[src/rtl/ctep_pkg.sv]
// shared constants, register codes and the arctangent table for the
// cube tile to equirectangular pixel core; no dependencies
package ctep_pkg;

	localparam int MAX_LEVEL_DEF   = 15;
	localparam int PIX_FRAC_DEF    = 8;
	localparam int CORDIC_STAGES_DEF = 18;

	// cordic datapath and angle widths, angle unit is 2^-32 turn
	localparam int CW = 34;
	localparam int AW = 34;

	// integer square root: one result bit per step
	localparam int SQ_STEPS = 32;
	localparam int SQW      = 64;

	// normalized magnitude width
	localparam int NMW = 30;

	localparam int WIDTH_W  = 15;
	localparam int HEIGHT_W = 14;
	localparam int PIXX_W   = 22;
	localparam int PIXY_W   = 21;

	localparam logic [WIDTH_W-1:0]  WIDTH_RST  = 15'd4096;
	localparam logic [HEIGHT_W-1:0] HEIGHT_RST = 14'd2048;

	// register index taken from paddr[2]
	localparam logic REG_WIDTH  = 1'b0;
	localparam logic REG_HEIGHT = 1'b1;

	function automatic logic [31:0] atan_turn(input int idx);
		logic [31:0] v;
		begin
			case (idx)
				0:  v = 32'd536870912;
				1:  v = 32'd316933406;
				2:  v = 32'd167458907;
				3:  v = 32'd85004756;
				4:  v = 32'd42667331;
				5:  v = 32'd21354465;
				6:  v = 32'd10679838;
				7:  v = 32'd5340245;
				8:  v = 32'd2670163;
				9:  v = 32'd1335087;
				10: v = 32'd667544;
				11: v = 32'd333772;
				12: v = 32'd166886;
				13: v = 32'd83443;
				14: v = 32'd41722;
				15: v = 32'd20861;
				16: v = 32'd10430;
				17: v = 32'd5215;
				18: v = 32'd2608;
				19: v = 32'd1304;
				20: v = 32'd652;
				21: v = 32'd326;
				22: v = 32'd163;
				23: v = 32'd81;
				24: v = 32'd41;
				25: v = 32'd20;
				26: v = 32'd10;
				27: v = 32'd5;
				28: v = 32'd3;
				29: v = 32'd1;
				30: v = 32'd1;
				default: v = 32'd0;
			endcase
			return v;
		end
	endfunction

endpackage

[src/rtl/ctep_cordic_cell.sv]
// one vectoring cordic iteration with a fixed shift, plus a side payload
// depends on ctep_pkg
module ctep_cordic_cell #(
	parameter int IDX = 0,
	parameter int SW  = 1
) (
	input  logic                            clk,
	input  logic                            arst_n,
	input  logic                            en,
	input  logic                            vld_i,
	input  logic signed [ctep_pkg::CW-1:0]  x_i,
	input  logic signed [ctep_pkg::CW-1:0]  y_i,
	input  logic signed [ctep_pkg::AW-1:0]  ang_i,
	input  logic [SW-1:0]                   side_i,
	output logic                            vld_o,
	output logic signed [ctep_pkg::CW-1:0]  x_o,
	output logic signed [ctep_pkg::CW-1:0]  y_o,
	output logic signed [ctep_pkg::AW-1:0]  ang_o,
	output logic [SW-1:0]                   side_o
);
	import ctep_pkg::*;

	localparam logic signed [AW-1:0] STEP = signed'(AW'(atan_turn(IDX)));

	logic                 vld_q;
	logic signed [CW-1:0] x_q;
	logic signed [CW-1:0] y_q;
	logic signed [AW-1:0] ang_q;
	logic [SW-1:0]        side_q;
	logic signed [CW-1:0] dx;
	logic signed [CW-1:0] dy;

	assign dx = y_i >>> IDX;
	assign dy = x_i >>> IDX;

	always_ff @(posedge clk or negedge arst_n) begin
		if (!arst_n) begin
			vld_q <= 1'b0;
		end else if (en) begin
			vld_q <= vld_i;
		end
	end

	always_ff @(posedge clk) begin
		if (en) begin
			side_q <= side_i;
			if (!y_i[CW-1]) begin
				x_q   <= x_i + dx;
				y_q   <= y_i - dy;
				ang_q <= ang_i + STEP;
			end else begin
				x_q   <= x_i - dx;
				y_q   <= y_i + dy;
				ang_q <= ang_i - STEP;
			end
		end
	end

	assign vld_o  = vld_q;
	assign x_o    = x_q;
	assign y_o    = y_q;
	assign ang_o  = ang_q;
	assign side_o = side_q;

endmodule

[config.mk]
export PLATFORM = sky130hd
export DESIGN_NAME = ctep_cordic_cell
export DESIGN_NICKNAME = d
export VERILOG_FILES = /design/src/rtl/ctep_pkg.sv /design/src/rtl/ctep_cordic_cell.sv
export SDC_FILE = /design/constraint.sdc
export NUM_CORES = 1
export LEC_CHECK = 0
export BUFFER_PORTS_ARGS = -buffer_cell sky130_fd_sc_hd__buf_2
export CORE_MARGIN = 1.5
export CORE_UTILIZATION = 56
export DETAILED_ROUTE_END_ITERATION = 6
export PLACE_DENSITY = 0.93
export SLEW_MARGIN = 20
export SYNTH_ARGS = -nofsm -noshare
export SYNTH_HDL_FRONTEND = slang
export SYNTH_SLANG_ARGS = --single-unit
[constraint.sdc]
create_clock -name clk -period 1 [get_ports clk]
set_input_delay 0.1 -clock clk [delete_from_list [all_inputs] [get_ports clk]]
set_output_delay 0.1 -clock clk [all_outputs]
set_load 0.05 [all_outputs]
==> results.json, run 1 <==
{
  "cts_made_buffers": 9,
  "synth-async-reset-ratio_pct": 0.971,
  "synth_nets": 1232,
  "tool.error": "[ERROR DPL-0033] detailed placement checks failed during check placement.",
  "gp_congestion": 1.02,
  "dp_cells": 1726,
  "cts_hold_buffers": 32,
  "cts_resized": 404,
  "synth_top_area_cell": "edfxtp_1",
  "synth_top_cell_area_share_pct": 33.7,
  "initial_core_util_pct": 57.3,
  "syn_area_um2": 9100,
  "io_buffers": 210,
  "netlist_instances": 1018,
  "io_pins": 211,
  "synth_warnings": 0,
  "ys_ff_latch": 103,
  "core.rowCount": 46,
  "yosys-top-cells-area": "edfxtp_1, ha_1, a21oi_1",
  "lastStage": "clock tree synthesis (4_1_cts)",
  "synth_ff_type": "edfxtp_1",
  "die_w_um": 130,
  "cts_root_buf": "clkbuf_16",
  "clock_path_buffers": 2,
  "post_cts.repair.setup_buffers": 43,
  "ys_types": 79,
  "syn_avg_cell_area_um2": 8.94,
  "h-tree-depth": 3,
  "hpwl_um": 28200,
  "numClockSinks": 103,
  "yosysSeqAreaShare_pct": 33.9,
  "synth_edf_count": 102,
  "status": "did not finish",
  "dieHeight_um": 130
}
## per-stage QoR
step	area (um^2)	hold WS, ns	util [%]	setup WS (ns)	TNS, ns
after detailed placement	13200	-0.113	83.2	-2.06	-99.19
after floorplan	9640	-0.196	-	-1.43	-62.27
after global placement	13200	-0.126	83.2	-1.84	-90.39
## kinds of logic after synthesis
| kind of cell | after synthesis | synth area share [%] |
|---|---|---|
| flops | 103 | 33.9 |
| mux | 12 | 1.33 |
| fa+ha+maj | 107 | 15.0 |
| simple gates | 236 | 12.5 |
| compound gates | 338 | 23.9 |
| xor+xnor | 67 | 6.45 |
| buf+inv | 155 | 6.86 |
## cells in the mapped netlist (16+ instances only)
cell,n
a21o_1,18
a21oi_1,128
buf_2,16
clkbuf_1,19
edfxtp_1,102
ha_1,103
inv_1,106
nand2_1,51
nand3_1,19
nor2_1,84
nor3_1,17
o21ai_0,70
o21bai_1,23
xnor2_1,60
==> run 2, diff against run 1 <==
Settings changed: CORE_UTILIZATION 56 to 40, PLACE_DENSITY 0.93 to unset, PLACE_DENSITY_LB_ADDON set to 0.15.
==> results.json, run 2 <==
{
  "crit_cells": 12,
  "initial_core_util_pct": 41.2,
  "drtPass1Iterations": 6,
  "io_buffers": 210,
  "ant_nets": 0,
  "worstHoldPathCells": 2,
  "dieHeight_um": 154,
  "tightest_slew_ns": 0.827,
  "clock_latency_ns": 0.35,
  "slew_headroom_pct": 44.0,
  "gp_congestion": 0.960,
  "ir_drop_mv": 1.00,
  "powerDensity_nw_per_um2": 1270,
  "nFillCells": 1578,
  "setup_violations": 149,
  "synth_edf_count": 102,
  "grt_pass1_vias": 10035,
  "cts_tree": "built",
  "start_kind": "input pin",
  "path_delay_family": "compound AO/OA/AOI/OAI gates",
  "cts_root_buf": "clkbuf_16",
  "violations": "negative setup slack",
  "first_iter_violations": 651,
  "drc_errors": 0,
  "ys_ff_latch": 103,
  "final_cell_mix": "buf_4, buf_6, edfxtp_1, inv_1, buf_2",
  "fin_ws_ns": -1.53,
  "worstSetupEndpointType": "flop",
  "worst_ep_required_time_ns": 1.10,
  "synth_top_cell_area_share_pct": 33.7,
  "synth_warnings": 0,
  "place_ws_ns": -2.08,
  "dieArea_um2": 23700,
  "period_minus_slack_ns": 2.53,
  "final-hold-violation-count": 0,
  "io_pins": 211,
  "synth-async-reset-ratio_pct": 0.971,
  "crit_arrival_ns": 2.64,
  "worstPathMaxFanout": 4,
  "slowest_delay_ns": 0.42,
  "yosys-top-cells-area": "edfxtp_1, ha_1, a21oi_1",
  "leakage_uw": 0.00734,
  "syn_area_um2": 9100,
  "numClockSinks": 103,
  "drive_above_1_share_pct": 52.0,
  "final_common_cell": "buf_4",
  "cp_cell_sequence": "buf_12, ha_4, fa_2, and2b_1, o211ai_1, a2111o_1, o2bb2ai_4, o31ai_4, and3_4, o41ai_4, o32ai_2, xnor2_1",
  "rr_worst_depth": 1,
  "ys_top_cells_by_count": "a21oi_1, inv_1, ha_1",
  "viasPerCell": 5.28,
  "cap_violations": 0,
  "clock_path_buffers": 2,
  "syn_to_final_growth_pct": 79.6,
  "yosysSeqAreaShare_pct": 33.9,
  "rsz0062_at_grt": "yes",
  "synth_top_area_cell": "edfxtp_1",
  "slowest_stage": "o41ai_4",
  "status": "complete, but fails checks",
  "grt_pass1_wl_um": 53300,
  "routed-via-count": 10043,
  "core_um2": 22100,
  "synth_ff_type": "edfxtp_1",
  "antenna_cells": 0,
  "holdCritPathClass": "in2reg",
  "netlist_instances": 1018,
  "clk_pin_slew_worst_paths_ns": 0.08,
  "final_util_pct": 73.9,
  "num-nets-final": 1830,
  "yosysMostFrequentCell": "a21oi_1",
  "cp.buffers_inverters": 1,
  "ys_types": 79,
  "synth_nets": 1232,
  "core.rowCount": 54,
  "antenna_found_initial": 0,
  "grt-ovfl-total": 0,
  "place_area_um2": 13500,
  "worstSetupPathType": "in2reg",
  "die_w_um": 154,
  "period_share_pct": 253,
  "grt_max_degree": 34,
  "post_drt_wl_per_cell_um": 18.5,
  "grt_util_all_layers_pct": 28.5,
  "clock_skew_ns": 0,
  "wl_um": 35100,
  "cts_made_buffers": 9,
  "h-tree-depth": 3,
  "hpwl_um": 25500,
  "drv_slew": 0,
  "max_freq_ghz": 0.395,
  "syn_avg_cell_area_um2": 8.94,
  "final_cell_area_um2": 16300
}
## run 2: per-stage QoR
step           cells  total power (uW)  TNS (ns)  hold WS [ns]
2_1_floorplan   1018             11300    -62.27        -0.196
3_3_place_gp    1808             14800    -94.83        -0.126
3_5_place_dp    1808             14900    -95.76        -0.125
4_1_cts         1887             20200    -68.55        0.0332
5_1_grt         1901             21600    -76.21        0.0760
6_report        1901             20800    -69.04        0.0714
## run 2: repair_timing
action,in CTS,in global routing
hold buffers,32,0
pin swaps,70,83
setup endpoints to repair,169,171
cloned,1,0
hold endpoints to repair,32,0
buffers inserted,33,22
gates resized for setup,371,118
## run 2: worst paths after layout
path	start	to	slack, ns
max	y_i[0]	x_o[30]	-1.53
min	ang_i[29]	ang_o[29]	0.07
max reg2reg	vld_o	vld_o	0.25
min reg2reg	vld_o	vld_o	0.53
max in group asynchronous	arst_n	vld_o	0.81
min in group asynchronous	arst_n	vld_o	0.10
## run 2: layer usage
metal / wire [um] / GRT usage [%]
met1: 15400 / 38.5
met3: 1790 / 3.02
met5: 0 / 0
met2: 17000 / 48.4
met4: 862 / 8.04
## run 2: kinds of logic after synthesis
| family | Yosys count | synth area share, % |
|---|---|---|
| xor+xnor | 67 | 6.45 |
| simple gates | 236 | 12.5 |
| flops | 103 | 33.9 |
| buf+inv | 155 | 6.86 |
| compound gates | 338 | 23.9 |
| mux | 12 | 1.33 |
| fa+ha+maj | 107 | 15.0 |
## run 2: cell type report
| class | count | area, um^2 | area share (%) |
|---|---|---|---|
| Clock buffer | 10 | 229 | 1.40 |
| Clock inverter | 6 | 55.1 | 0.337 |
| Inverter | 111 | 514 | 3.15 |
| Multi-Input combinational cell | 760 | 6680 | 40.9 |
| Sequential cell | 103 | 3090 | 18.9 |
| Tap cell | 280 | 350 | 2.14 |
| Timing Repair Buffer | 631 | 5420 | 33.2 |
## run 2: power by group
group          internal (uW)  leakage, uW  switching (uW)  total, uW
Sequential              5570      0.00101             317       5890
Combinational           4990      0.00620            6300      11300
Clock                   1740     0.000133            1880       3620
Power figures use the tool's default switching activity.
==> run 3, diff against run 2 <==
Settings changed: GPL_TIMING_DRIVEN set to 0.
==> results.json, run 3 (synthesis gave the netlist of run 2 again) <==
{
  "cts_tree": "built",
  "drv_slew": 0,
  "final_cell_area_um2": 14300,
  "hpwl_um": 22500,
  "routed-via-count": 9235,
  "start_kind": "input pin",
  "h-tree-depth": 3,
  "dp_cells": 1509,
  "core.rowCount": 54,
  "slowest_delay_ns": 0.37,
  "antenna_found_initial": 0,
  "cts_made_buffers": 9,
  "startpoint": "y_i[0]",
  "use_met1_pct": 35.0,
  "place_area_um2": 11100,
  "drive_above_1_share_pct": 43.2,
  "io_pins": 211,
  "leakage_uw": 0.00602,
  "wl_um": 32400,
  "period_minus_slack_ns": 2.69,
  "slowest_stage": "fa_2",
  "violations": "negative setup slack",
  "rsz0062_at_grt": "yes",
  "ir_drop_mv": 0.748,
  "syn_to_final_growth_pct": 57.5,
  "grt_pass1_wl_um": 48100,
  "holdCritPathClass": "in2async",
  "grtUsageMet2_pct": 42.1,
  "setup_violations": 170,
  "tightest_slew_ns": 1.03,
  "worstSetupEndpointType": "flop",
  "worstSetupPathType": "in2reg",
  "crit_arrival_ns": 2.80,
  "gp_congestion": 0.934,
  "cts_root_buf": "clkbuf_16",
  "met3_usage_pct": 3.86,
  "final-hold-violation-count": 0,
  "fin_ws_ns": -1.69,
  "dieArea_um2": 23700,
  "status": "complete, but fails checks",
  "numClockSinks": 103,
  "clk_pin_slew_worst_paths_ns": 0.08,
  "max_freq_ghz": 0.371,
  "final_cell_mix": "buf_6, edfxtp_1, buf_2, inv_1, ha_1",
  "powerDensity_nw_per_um2": 1370,
  "core_um2": 22100,
  "r2r_start": "vld_o",
  "dieHeight_um": 154,
  "grt_util_all_layers_pct": 26.0,
  "final_common_cell": "buf_6",
  "die_w_um": 154,
  "worst_ep_required_time_ns": 1.10,
  "io_buffers": 210,
  "antenna_cells": 0,
  "viasPerCell": 5.61,
  "grt_pass1_vias": 8879,
  "first_iter_violations": 777,
  "internal_power_uw": 11400,
  "grt_max_degree": 65,
  "stdcell_count": 1646,
  "fin_tns_setup_ns": -74.94,
  "cap_violations": 0,
  "clock_latency_ns": 0.36,
  "slew_headroom_pct": 31.0,
  "clock_skew_ns": 0,
  "p_switching_uw": 8270,
  "num-nets-final": 1575,
  "worstPathMaxFanout": 4,
  "drc_errors": 0,
  "initial_core_util_pct": 41.2,
  "clock_path_buffers": 2,
  "period_share_pct": 269,
  "clockPowerShare_pct": 18.5,
  "ant_nets": 0,
  "p_sw_share_pct": 42.1,
  "grt-ovfl-total": 0,
  "busiest_layer": "met2",
  "pwr-share-seq_pct": 29.9,
  "p_comb_share_pct": 51.6,
  "drtPass1Iterations": 6,
  "post_drt_wl_per_cell_um": 19.7,
  "cp_cell_sequence": "buf_12, ha_4, fa_2, and2b_1, o211ai_1, a2111o_1, o2bb2ai_4, o31ai_4, and3_4, o41ai_4, o32ai_2, xnor2_1"
}
-- run 3: final timing paths --
| check | cells after the start | slack, ns | endpoint |
|---|---|---|---|
| worst max-delay path | 12 | -1.69 | x_o[30] |
| worst min-delay path | 2 | 0.04 | vld_o |
| worst max register to register | 1 | 0.23 | vld_o |
| max in group asynchronous | 2 | 0.88 | vld_o |
| min in group clk | 2 | 0.05 | ang_o[29] |
| worst min register to register | 1 | 0.56 | vld_o |
-- run 3: layout make-up --
type | instances | area, um^2
fill | 1808 | 7770
multi-input combinational | 760 | 6740
sequential | 103 | 3090
timing repair buffer | 339 | 3040
inverter | 111 | 515
tap | 280 | 350
buffer | 37 | 303
clock buffer | 9 | 225
clock inverter | 7 | 68.8
-- run 3: power by group through the flow --
stage	clock (uW)	sequential [uW]	combinational, uW
2_1_floorplan	0	7960	3340
3_3_place_gp	0	5810	7510
3_5_place_dp	0	5810	7520
4_1_cts	3700	5870	9260
5_1_grt	3880	5930	10600
6_report	3640	5870	10100
-- run 3: timing repair --
item	4_1_cts	5_1_grt
hold endpoints to repair	32	0
buffers inserted	53	50
endpoints found under the setup margin	171	171
hold buffers	32	0
pin swaps	91	97
resized for setup	399	130
-- run 3: critical path, delay by kind of cell --
family / cells / cell delay, ns
AND/OR/NAND/NOR: 2 / 0.40
XOR/XNOR: 1 / 0.15
buffers and inverters: 1 / 0.10
AO/OA/AOI/OAI: 6 / 1.49
adder cells (fa/ha/maj): 2 / 0.53
-- run 3: through the flow --
step | power [uW] | util, % | setup WS, ns | hold slack [ns]
after floorplan | 11300 | - | -1.43 | -0.196
after global placement | 13300 | 50.0 | -2.18 | -0.126
after detailed placement | 13300 | 50.1 | -2.17 | -0.121
after CTS | 18800 | 61.0 | -1.60 | 0.0305
after global routing | 20400 | 64.8 | -1.70 | 0.0449
final | 19600 | 64.8 | -1.69 | 0.0402
-- run 3: layer usage --
metal / up-vias / wire length (um) / share of wire (%)
li1: 4314 / - / -
met2: 460 / 15000 / 46
met4: 0 / 1140 / 3.5
met3: 76 / 2320 / 7.2
met5: - / 0 / 0
met1: 4385 / 13900 / 43
