`src/rtl/ctep_pkg.sv`:
```
// shared constants, register codes and the arctangent table for the
// cube tile to equirectangular pixel core; no dependencies
package ctep_pkg;

	localparam int MAX_LEVEL_DEF   = 15;
	localparam int PIX_FRAC_DEF    = 8;
	localparam int CORDIC_STAGES_DEF = 18;

	// cordic datapath and angle widths, angle unit is 2^-32 turn
	localparam int CW = 34;
	localparam int AW = 34;

	// integer square root: one result bit per step
	localparam int SQ_STEPS = 32;
	localparam int SQW      = 64;

	// normalized magnitude width
	localparam int NMW = 30;

	localparam int WIDTH_W  = 15;
	localparam int HEIGHT_W = 14;
	localparam int PIXX_W   = 22;
	localparam int PIXY_W   = 21;

	localparam logic [WIDTH_W-1:0]  WIDTH_RST  = 15'd4096;
	localparam logic [HEIGHT_W-1:0] HEIGHT_RST = 14'd2048;

	// register index taken from paddr[2]
	localparam logic REG_WIDTH  = 1'b0;
	localparam logic REG_HEIGHT = 1'b1;

	function automatic logic [31:0] atan_turn(input int idx);
		logic [31:0] v;
		begin
			case (idx)
				0:  v = 32'd536870912;
				1:  v = 32'd316933406;
				2:  v = 32'd167458907;
				3:  v = 32'd85004756;
				4:  v = 32'd42667331;
				5:  v = 32'd21354465;
				6:  v = 32'd10679838;
				7:  v = 32'd5340245;
				8:  v = 32'd2670163;
				9:  v = 32'd1335087;
				10: v = 32'd667544;
				11: v = 32'd333772;
				12: v = 32'd166886;
				13: v = 32'd83443;
				14: v = 32'd41722;
				15: v = 32'd20861;
				16: v = 32'd10430;
				17: v = 32'd5215;
				18: v = 32'd2608;
				19: v = 32'd1304;
				20: v = 32'd652;
				21: v = 32'd326;
				22: v = 32'd163;
				23: v = 32'd81;
				24: v = 32'd41;
				25: v = 32'd20;
				26: v = 32'd10;
				27: v = 32'd5;
				28: v = 32'd3;
				29: v = 32'd1;
				30: v = 32'd1;
				default: v = 32'd0;
			endcase
			return v;
		end
	endfunction

endpackage

```
`src/rtl/ctep_sqrt_cell.sv`:
```
// one step of the bitwise integer square root, plus a side payload
// depends on ctep_pkg
module ctep_sqrt_cell #(
	parameter int K  = 0,
	parameter int SW = 1
) (
	input  logic                       clk,
	input  logic                       arst_n,
	input  logic                       en,
	input  logic                       vld_i,
	input  logic [ctep_pkg::SQW-1:0]   n_i,
	input  logic [ctep_pkg::SQW-1:0]   res_i,
	input  logic [SW-1:0]              side_i,
	output logic                       vld_o,
	output logic [ctep_pkg::SQW-1:0]   n_o,
	output logic [ctep_pkg::SQW-1:0]   res_o,
	output logic [SW-1:0]              side_o
);
	import ctep_pkg::*;

	localparam logic [SQW-1:0] BIT = SQW'(1) << (2 * K);

	logic           vld_q;
	logic [SQW-1:0] n_q;
	logic [SQW-1:0] res_q;
	logic [SW-1:0]  side_q;
	logic [SQW-1:0] trial;

	assign trial = res_i + BIT;

	always_ff @(posedge clk or negedge arst_n) begin
		if (!arst_n) begin
			vld_q <= 1'b0;
		end else if (en) begin
			vld_q <= vld_i;
		end
	end

	always_ff @(posedge clk) begin
		if (en) begin
			side_q <= side_i;
			if (n_i >= trial) begin
				n_q   <= n_i - trial;
				res_q <= (res_i >> 1) + BIT;
			end else begin
				n_q   <= n_i;
				res_q <= res_i >> 1;
			end
		end
	end

	assign vld_o  = vld_q;
	assign n_o    = n_q;
	assign res_o  = res_q;
	assign side_o = side_q;

endmodule

```
`config.mk`:
```
export PLATFORM = sky130hd
export DESIGN_NAME = ctep_sqrt_cell
export DESIGN_NICKNAME = d
export VERILOG_FILES = /design/src/rtl/ctep_pkg.sv /design/src/rtl/ctep_sqrt_cell.sv
export SDC_FILE = /design/constraint.sdc
export NUM_CORES = 1
export LEC_CHECK = 0
export BUFFER_PORTS_ARGS = -buffer_cell sky130_fd_sc_hd__buf_4
export CORE_ASPECT_RATIO = 0.7
export CORE_MARGIN = 1
export CORE_UTILIZATION = 55
export CTS_BUF_LIST = sky130_fd_sc_hd__clkbuf_8
export CTS_CLUSTER_SIZE = 30
export DETAILED_ROUTE_END_ITERATION = 7
export MAX_ROUTING_LAYER = met4
export PLACE_DENSITY = 0.81
export SKIP_LAST_GASP = 1
export SYNTH_ARGS = -nofsm -noshare
export SYNTH_HDL_FRONTEND = slang
export SYNTH_SLANG_ARGS = --single-unit
```
`constraint.sdc`:
```
create_clock -name clk -period 0.9 [get_ports clk]
set_input_delay 0 -clock clk [delete_from_list [all_inputs] [get_ports clk]]
set_output_delay 0 -clock clk [all_outputs]
set_load 0.01 [all_outputs]
```
==> results of run 1 <==
==> metrics by stage <==
stage	util	worst slack, ns	area (um2)	hold WS (ns)	setup TNS (ns)
3_5_place_dp	0.8676	-4.062	17180	-0.2211	-489.53
2_1_floorplan	-	-3.262	11350	-0.2956	-399.43
3_3_place_gp	0.8676	-3.891	17180	-0.2251	-476.58
==> kinds of logic after synthesis <==
logic type | share of synthesized area
compound gates | 0.1736
xor+xnor | 0.1378
fa+ha+maj | 0.07602
buf+inv | 0.03970
flops | 0.3504
mux | 0.006972
simple gates | 0.2155
==> impl_metrics.csv, run 1 <==
group,metric,value,unit
run_status,status,"aborted with a tool error",
run_status,failing_step,"clock tree synthesis (4_1_cts)",
run_status,stop_error,"[ERROR DPL-0038] Utilization greater than 100%, impossible to legalize",
cts,clkSinkCount,130,
synth,ys_seq_area_frac,0.3504,
synth,synth.distinct_cells,80,
die,start_util,0.5619,
synth,synthTopCellsByArea,"edfxtp_1 35%, ha_1 7.4%, xnor2_1 6.9%",
cts,cts-root-buf,"clkbuf_8",
synth,async_flop_share,0.007692,
cts,cts_resized,294,
placed_design,hpwl,39890,um
cts,cts_htree_levels,4,
synth,ys_seq_elements,130,
die,die_w,172.0,um
synth,yosysTopAreaCellShare,0.3482,
cts,postCtsSetupBuffers,44,
synth,synth_edf_count,129,
synth,synth_commonest_cells,"184 x nand2_1, 129 x edfxtp_1, 99 x o21ai_0",
cts,postCtsHoldBufs,129,
placed_design,port_buffers,262,
synth,synth_most_common_cell,"nand2_1",
synth,postSynthCellCount,1255,
placed_design,dp.cells,2239,
die,die_h,121.0,um
die,pin_count,263,
synth,ys_warn_count,0,
die,rows,43,
synth,syn_area,11130,um2
synth,syn_avg_cell_area,8.865,um2
synth,synth_top_flop_cell,"edfxtp_1",
synth,synth_fp_nets,1455,
placed_design,place_congestion,1.102,
synth,yosys.area.top_type,"edfxtp_1",
cts,numCtsBuffers,17,
cts,clockBufferDepth,2,
==> run 2: changes to the inputs <==
Settings changed: CORE_ASPECT_RATIO 0.7 to not set, CORE_UTILIZATION 55 to 40, CTS_BUF_LIST sky130_fd_sc_hd__clkbuf_8 to not set, CTS_CLUSTER_SIZE 30 to not set, MAX_ROUTING_LAYER met4 to not set, PLACE_DENSITY 0.81 to not set, PLACE_DENSITY_LB_ADDON set to 0.15.
==> run 2 against run 1 <==
Against the previous run:
- the flow now finishes, with violations (negative setup slack)
- synthesized cell count is the same
- synthesized area unchanged
==> impl_metrics.csv, run 2 <==
group,metric,value,unit
run_status,status,"complete, but fails checks",
run_status,violations,"negative setup slack",
sta,drv_slew,0,
sta,rsz0062_at_grt,"true",
placed_design,placed_area,17430,um2
synth,ys_seq_area_frac,0.3504,
route,first_iter_violations,1123,
route,wl_met2,24220,um
finish,fill_cells,1971,
finish,mostFrequentLayoutCells,"651 x buf_4, 167 x nand2_1, 144 x buf_6, 129 x edfxtp_1, 82 x o21ai_0",
synth,synth_edf_count,129,
global_route,antenna_found_initial,0,
sta,min_period,4.110,ns
setup_path,cp-end-kind,"flop",
synth,yosys.area_share.adder,0.07602,
synth,synth_top_flop_cell,"edfxtp_1",
route,drtPass1Iterations,5,
die,start_util,0.4105,
synth,synth.distinct_cells,80,
finish,final_area,20760,um2
synth,synth_commonest_cells,"184 x nand2_1, 129 x edfxtp_1, 99 x o21ai_0",
synth,synth_mux_area_frac,0.006973,
finish,diodes,0,
synth,yosys.area.top_type,"edfxtp_1",
route,wl_met1,22280,um
finish,fin_util,0.7662,
synth,synth_compound_area_frac,0.1736,
route,routed_wl,51130,um
sta,worst_pin_slew,0.6035,ns
setup_path,worstSetupPathType,"in -> reg",
sta,setup_violations,258,
sta,fin_hold_ws,0.005637,ns
synth,postSynthCellCount,1255,
job,drv_cap,0,
cts,cts_tree,"done",
cts,clkSinkCount,130,
synth,syn_avg_cell_area,8.865,um2
cts,numCtsBuffers,17,
route,viasPerCell,5.312,
setup_path,crit_required,1.14,ns
die,core-area,27100,um2
die,die_area,28490,um2
route,ant_nets,0,
synth,synth_top_family_by_area,"simple AND/OR/NAND/NOR gates",
placed_design,port_buffers,262,
min_path,min_path_type,"in -> reg",
route,wire_per_inst,20.41,um
global_route,grt-ovfl-total,0,
finish,area_growth,86.63,%
die,die_h,168.8,um
synth,synthTopCellsByArea,"edfxtp_1 35%, ha_1 7.4%, xnor2_1 6.9%",
setup_path,start_kind,"input pin",
global_route,grt_pass1_wl,74510,um
die,pin_count,263,
die,rows,60,
cts,cts_htree_levels,4,
synth,ys_warn_count,0,
pwr,powerDensity,1276,nW/um2
setup_path,crit_fanout,12,
setup_path,arrival,4.35,ns
synth,yosysTopAreaCellShare,0.3482,
synth,async_flop_share,0.007692,
global_route,first_global_vias,13040,
cts,cts.clk_slew.worst_paths,0.08,ns
die,die_w,168.8,um
route,dr_wl_met3,3448,um
placed_design,place_congestion,0.9875,
cts,clockBufferDepth,2,
synth,synth_fp_nets,1455,
global_route,grt_usage,0.3489,
cts,cts-root-buf,"clkbuf_16",
finish,nets,2320,
route,top_layer_used,"met4",
synth,synth_xor_area_frac,0.1378,
pwr,ir_drop,0.9307,mV
synth,syn_area,11130,um2
sta,hold_viol,0,
pwr,finalPower,26.50,mW
finish,drive_gt1_frac,0.4834,
finish,final_common_cell,"buf_4",
sta,min_period_over_period,4.567,
pwr,p_leak,9.131,nW
sta,fin_skew,0,ns
route,vias,13310,
sta,maxSlewHeadroom,0.5948,
placed_design,hpwl,38870,um
cts,clk_latency,0.42,ns
sta,fmax,243.3,MHz
synth,yosys.area_share.simple,0.2155,
placed_design,place_ws,-3.874,ns
global_route,grt_max_degree,23,
synth,ys_seq_elements,130,
route,drc,0,
synth,synth_most_common_cell,"nand2_1",
sta,worst_slack,-3.210,ns
==> run 2: cell counts after synthesis <==
Identical to the previous run, type by type.
==> run 2: cell type report <==
class | instances | area, um2 | share of cell area
Clock buffer | 17 | 425.4 | 0.02049
Clock inverter | 15 | 157.7 | 0.007593
Inverter | 27 | 101.3 | 0.004881
Multi-Input combinational cell | 1043 | 7785 | 0.3749
Sequential cell | 130 | 3899 | 0.1878
Tap cell | 372 | 465.4 | 0.02242
Timing Repair Buffer | 901 | 7930 | 0.3819
==> run 2: final timing paths <==
kind,from,to,slack (ns),depth (start not counted)
min in group asynchronous,arst_n,vld_o,0.41,3
setup reg to reg,vld_o,vld_o,0.01,2
hold / removal,res_i[13],res_o[12],0.006,3
max in group asynchronous,arst_n,vld_o,0.39,3
hold reg to reg,vld_o,vld_o,0.66,2
setup / recovery,res_i[2],res_o[47],-3.21,25
==> run 2: per-layer routing <==
layer  track usage  up-vias
met5             0        -
met4        0.1024        0
met3       0.06360       72
met2        0.5764      559
met1        0.4641     6339
li1              -     6336
==> run 2: critical path: stages <==
cell and delay [ns]:
buf_6 0.08, ha_4 0.15, nand3_4 0.08, nor2_4 0.12, and3_4 0.24, nand3_4 0.08, or3_4 0.43, nor4_4 0.20
nand2_2 0.12, xor2_2 0.20, ha_1 0.33, buf_6 0.11, nand2_2 0.07, nor3b_4 0.26, o41ai_4 0.13, o31ai_4 0.29
a21oi_4 0.12, buf_4 0.17, o21ai_4 0.07, a31oi_4 0.12, buf_12 0.18, buf_4 0.14, buf_4 0.14, nor4_4 0.25
xor2_1 0.27
==> run 2: repair_timing <==
item	4_1_cts	5_1_grt
gates resized for setup	194	134
cloned	6	3
hold buffers	72	1
setup buffers	27	14
setup endpoints to repair	258	338
pin swaps	23	23
hold endpoints to repair	77	1
==> run 2: cells by family (layout without fill, tap and decap cells) <==
logic type,count (synthesis),count (layout)
multiplexers,7,7
AND/OR/NAND/NOR,500,500
adder cells (fa/ha/maj),67,67
flip-flops,130,130
AO/OA/AOI/OAI,294,294
XOR/XNOR,175,175
buffers and inverters,82,960
==> run 2: stage by stage <==
step	setup TNS, ns	instances
6_report	-398.48	2505
5_1_grt	-419.84	2505
4_1_cts	-384.96	2490
3_5_place_dp	-475.82	2354
3_3_place_gp	-469.21	2354
2_1_floorplan	-399.43	1255
==> run 2: report_power, final <==
| group | switching, mW | internal [mW] | total, mW |
|---|---|---|---|
| logic | 5.17 | 6.04 | 11.2 |
| clock network | 3.25 | 4.12 | 7.37 |
| registers | 0.375 | 7.54 | 7.91 |
| total | 8.80 | 17.7 | 26.5 |
Power figures use the tool's default switching activity.
==> run 3: changes to the inputs <==
Settings changed: ABC_CLOCK_PERIOD_IN_PS set to 900, CELL_PAD_IN_SITES_DETAIL_PLACEMENT set to 0, CELL_PAD_IN_SITES_GLOBAL_PLACEMENT set to 1.
==> run 3 against run 2 <==
Against the previous run:
- the flow finishes with violations (negative hold slack, negative setup slack)
- design area rose by 0.43%
- critical path depth is 3 lower
- clock skew is the same
- flip-flop and latch count unchanged
- first-iteration DRC count grew 12%
- largest cell class is now multi-input combinational cells
==> impl_metrics.csv, run 3 (synthesis gave the netlist of run 2 again) <==
group,metric,value,unit
die,die_area,28490,um2
route,drtPass1Iterations,6,
cts,clockBufferDepth,2,
finish,mostFrequentLayoutCells,"691 x buf_4, 158 x nand2_1, 129 x buf_6, 129 x edfxtp_1, 81 x xor2_1",
cts,cts_tree,"done",
finish,area_growth,87.43,%
die,rows,60,
placed_design,placed_area,17330,um2
pwr,pwr-share-seq,0.295,
sta,min_period,4.146,ns
route,vias,13420,
sta,worst_slack,-3.246,ns
global_route,grt-ovfl-total,0,
setup_path,arrival,4.34,ns
route,ant_nets,0,
pwr,powerDensity,1279,nW/um2
sta,fin_hold_ws,-0.004436,ns
die,start_util,0.4105,
cts,clkSinkCount,130,
cts,cts_htree_levels,4,
die,die_w,168.8,um
finish,nets,2331,
sta,hold_viol,1,
global_route,grt_usage,0.3498,
cts,cts-root-buf,"clkbuf_16",
sta,fmax,241.2,MHz
pwr,intPower,17.81,mW
setup_path,crit_required,1.10,ns
sta,maxSlewHeadroom,0.6416,
finish,drive_gt1_frac,0.5014,
sta,drv_slew,0,
pwr,p_leak,9.210,nW
setup_path,start_kind,"input pin",
setup_path,crit_fanout,6,
die,die_h,168.8,um
job,drv_cap,0,
placed_design,port_buffers,262,
sta,rsz0062_at_grt,"true",
pwr,p_comb_frac,0.414,
route,viasPerCell,5.329,
setup_path,cp-end-kind,"flop",
global_route,grt_pass1_wl,74870,um
finish,regArea,3899,um2
global_route,first_global_vias,13140,
sta,setup_violations,258,
pwr,ir_drop,0.9401,mV
sta,worst_pin_slew,0.5320,ns
sta,min_period_over_period,4.607,
route,first_iter_violations,1253,
cts,clk_latency,0.44,ns
pwr,finalPower,26.67,mW
finish,final_common_cell,"buf_4",
global_route,grt_max_degree,54,
route,wire_per_inst,20.24,um
placed_design,place_ws,-4.170,ns
setup_path,worstSetupPathType,"in -> reg",
cts,cts.clk_slew.worst_paths,0.07,ns
die,pin_count,263,
route,drc,0,
pwr,switching_share,0.3321,
pwr,switchingPower,8.855,mW
die,core-area,27100,um2
route,routed_wl,50960,um
sta,fin_skew,0,ns
run_status,violations,"negative hold slack, negative setup slack",
finish,multiInputGateArea,8016,um2
run_status,status,"complete, but fails checks",
pwr,clkPwrFrac,0.291,
global_route,antenna_found_initial,2,
min_path,min_path_type,"in -> reg",
placed_design,place_congestion,1.007,
finish,fill_cells,1915,
placed_design,hpwl,38830,um
cts,numCtsBuffers,17,
finish,final_area,20850,um2
[run 3: worst max-delay path, cell delays in order]
cell	delay (ns)
buf_8	0.08
ha_4	0.14
nand3_4	0.07
nor2_4	0.11
and3_4	0.22
nand3_4	0.09
or3_4	0.43
buf_6	0.14
nor2_4	0.11
nand3_4	0.12
or3_1	0.39
xor2_1	0.16
ha_2	0.38
buf_6	0.12
inv_4	0.03
nor4_4	0.26
nor4b_4	0.32
buf_4	0.19
a31oi_4	0.15
buf_6	0.19
or4_1	0.50
o211a_1	0.13
[run 3: power groups by stage]
stage / logic [mW] / registers [mW] / clock network [mW]
2_1_floorplan: 3.61 / 8.20 / 0
3_3_place_gp: 8.93 / 7.87 / 0
3_5_place_dp: 9.01 / 7.87 / 0
4_1_cts: 10.3 / 7.85 / 7.76
5_1_grt: 11.7 / 7.92 / 7.99
6_report: 11.0 / 7.87 / 7.75
[run 3: worst paths after layout]
check                         start  cells past startpoint       end  slack (ns)
max reg2reg                   vld_o                      2     vld_o           0
min in group asynchronous    arst_n                      3     vld_o        0.41
max in group asynchronous    arst_n                      3     vld_o        0.39
max                        res_i[2]                     22   n_o[45]       -3.25
min                        res_i[2]                      3  res_o[1]      -0.004
min reg2reg                   vld_o                      2     vld_o        0.65
[run 3: through the flow]
stage | TNS [ns] | hold WS [ns] | cells | util
floorplan | -399.43 | -0.2956 | 1255 | -
global placement | -487.84 | -0.2245 | 2347 | 0.6393
detailed placement | -507.78 | -0.2187 | 2347 | 0.6393
CTS | -389.53 | -0.01008 | 2489 | 0.7414
global route | -424.53 | 0.001546 | 2516 | 0.7693
finish | -404.43 | -0.004436 | 2518 | 0.7694
[run 3: per-layer routing]
metal	vias up	part of all wire	global-route usage
met5	-	0	0
met4	0	0.027	0.1221
met3	91	0.086	0.07225
met2	603	0.44	0.5293
met1	6382	0.45	0.4927
li1	6343	-	-
[run 3: final cells by class]
type | instances | share of cell area
flip-flops and latches | 130 | 0.1870
clock buffers | 19 | 0.02076
well taps | 372 | 0.02232
repair buffers | 912 | 0.3720
inverters | 27 | 0.004980
multi-input cells | 1043 | 0.3844
clock inverters | 13 | 0.008340
diodes | 2 | 0.0002400
[run 3: repair_timing]
action | in CTS | in global routing
cloned | 2 | 2
hold buffers | 72 | 0
pin swaps | 77 | 71
setup buffers | 38 | 26
gates resized for setup | 242 | 119
setup endpoints to repair | 258 | 259
endpoints found under the hold margin | 72 | 0
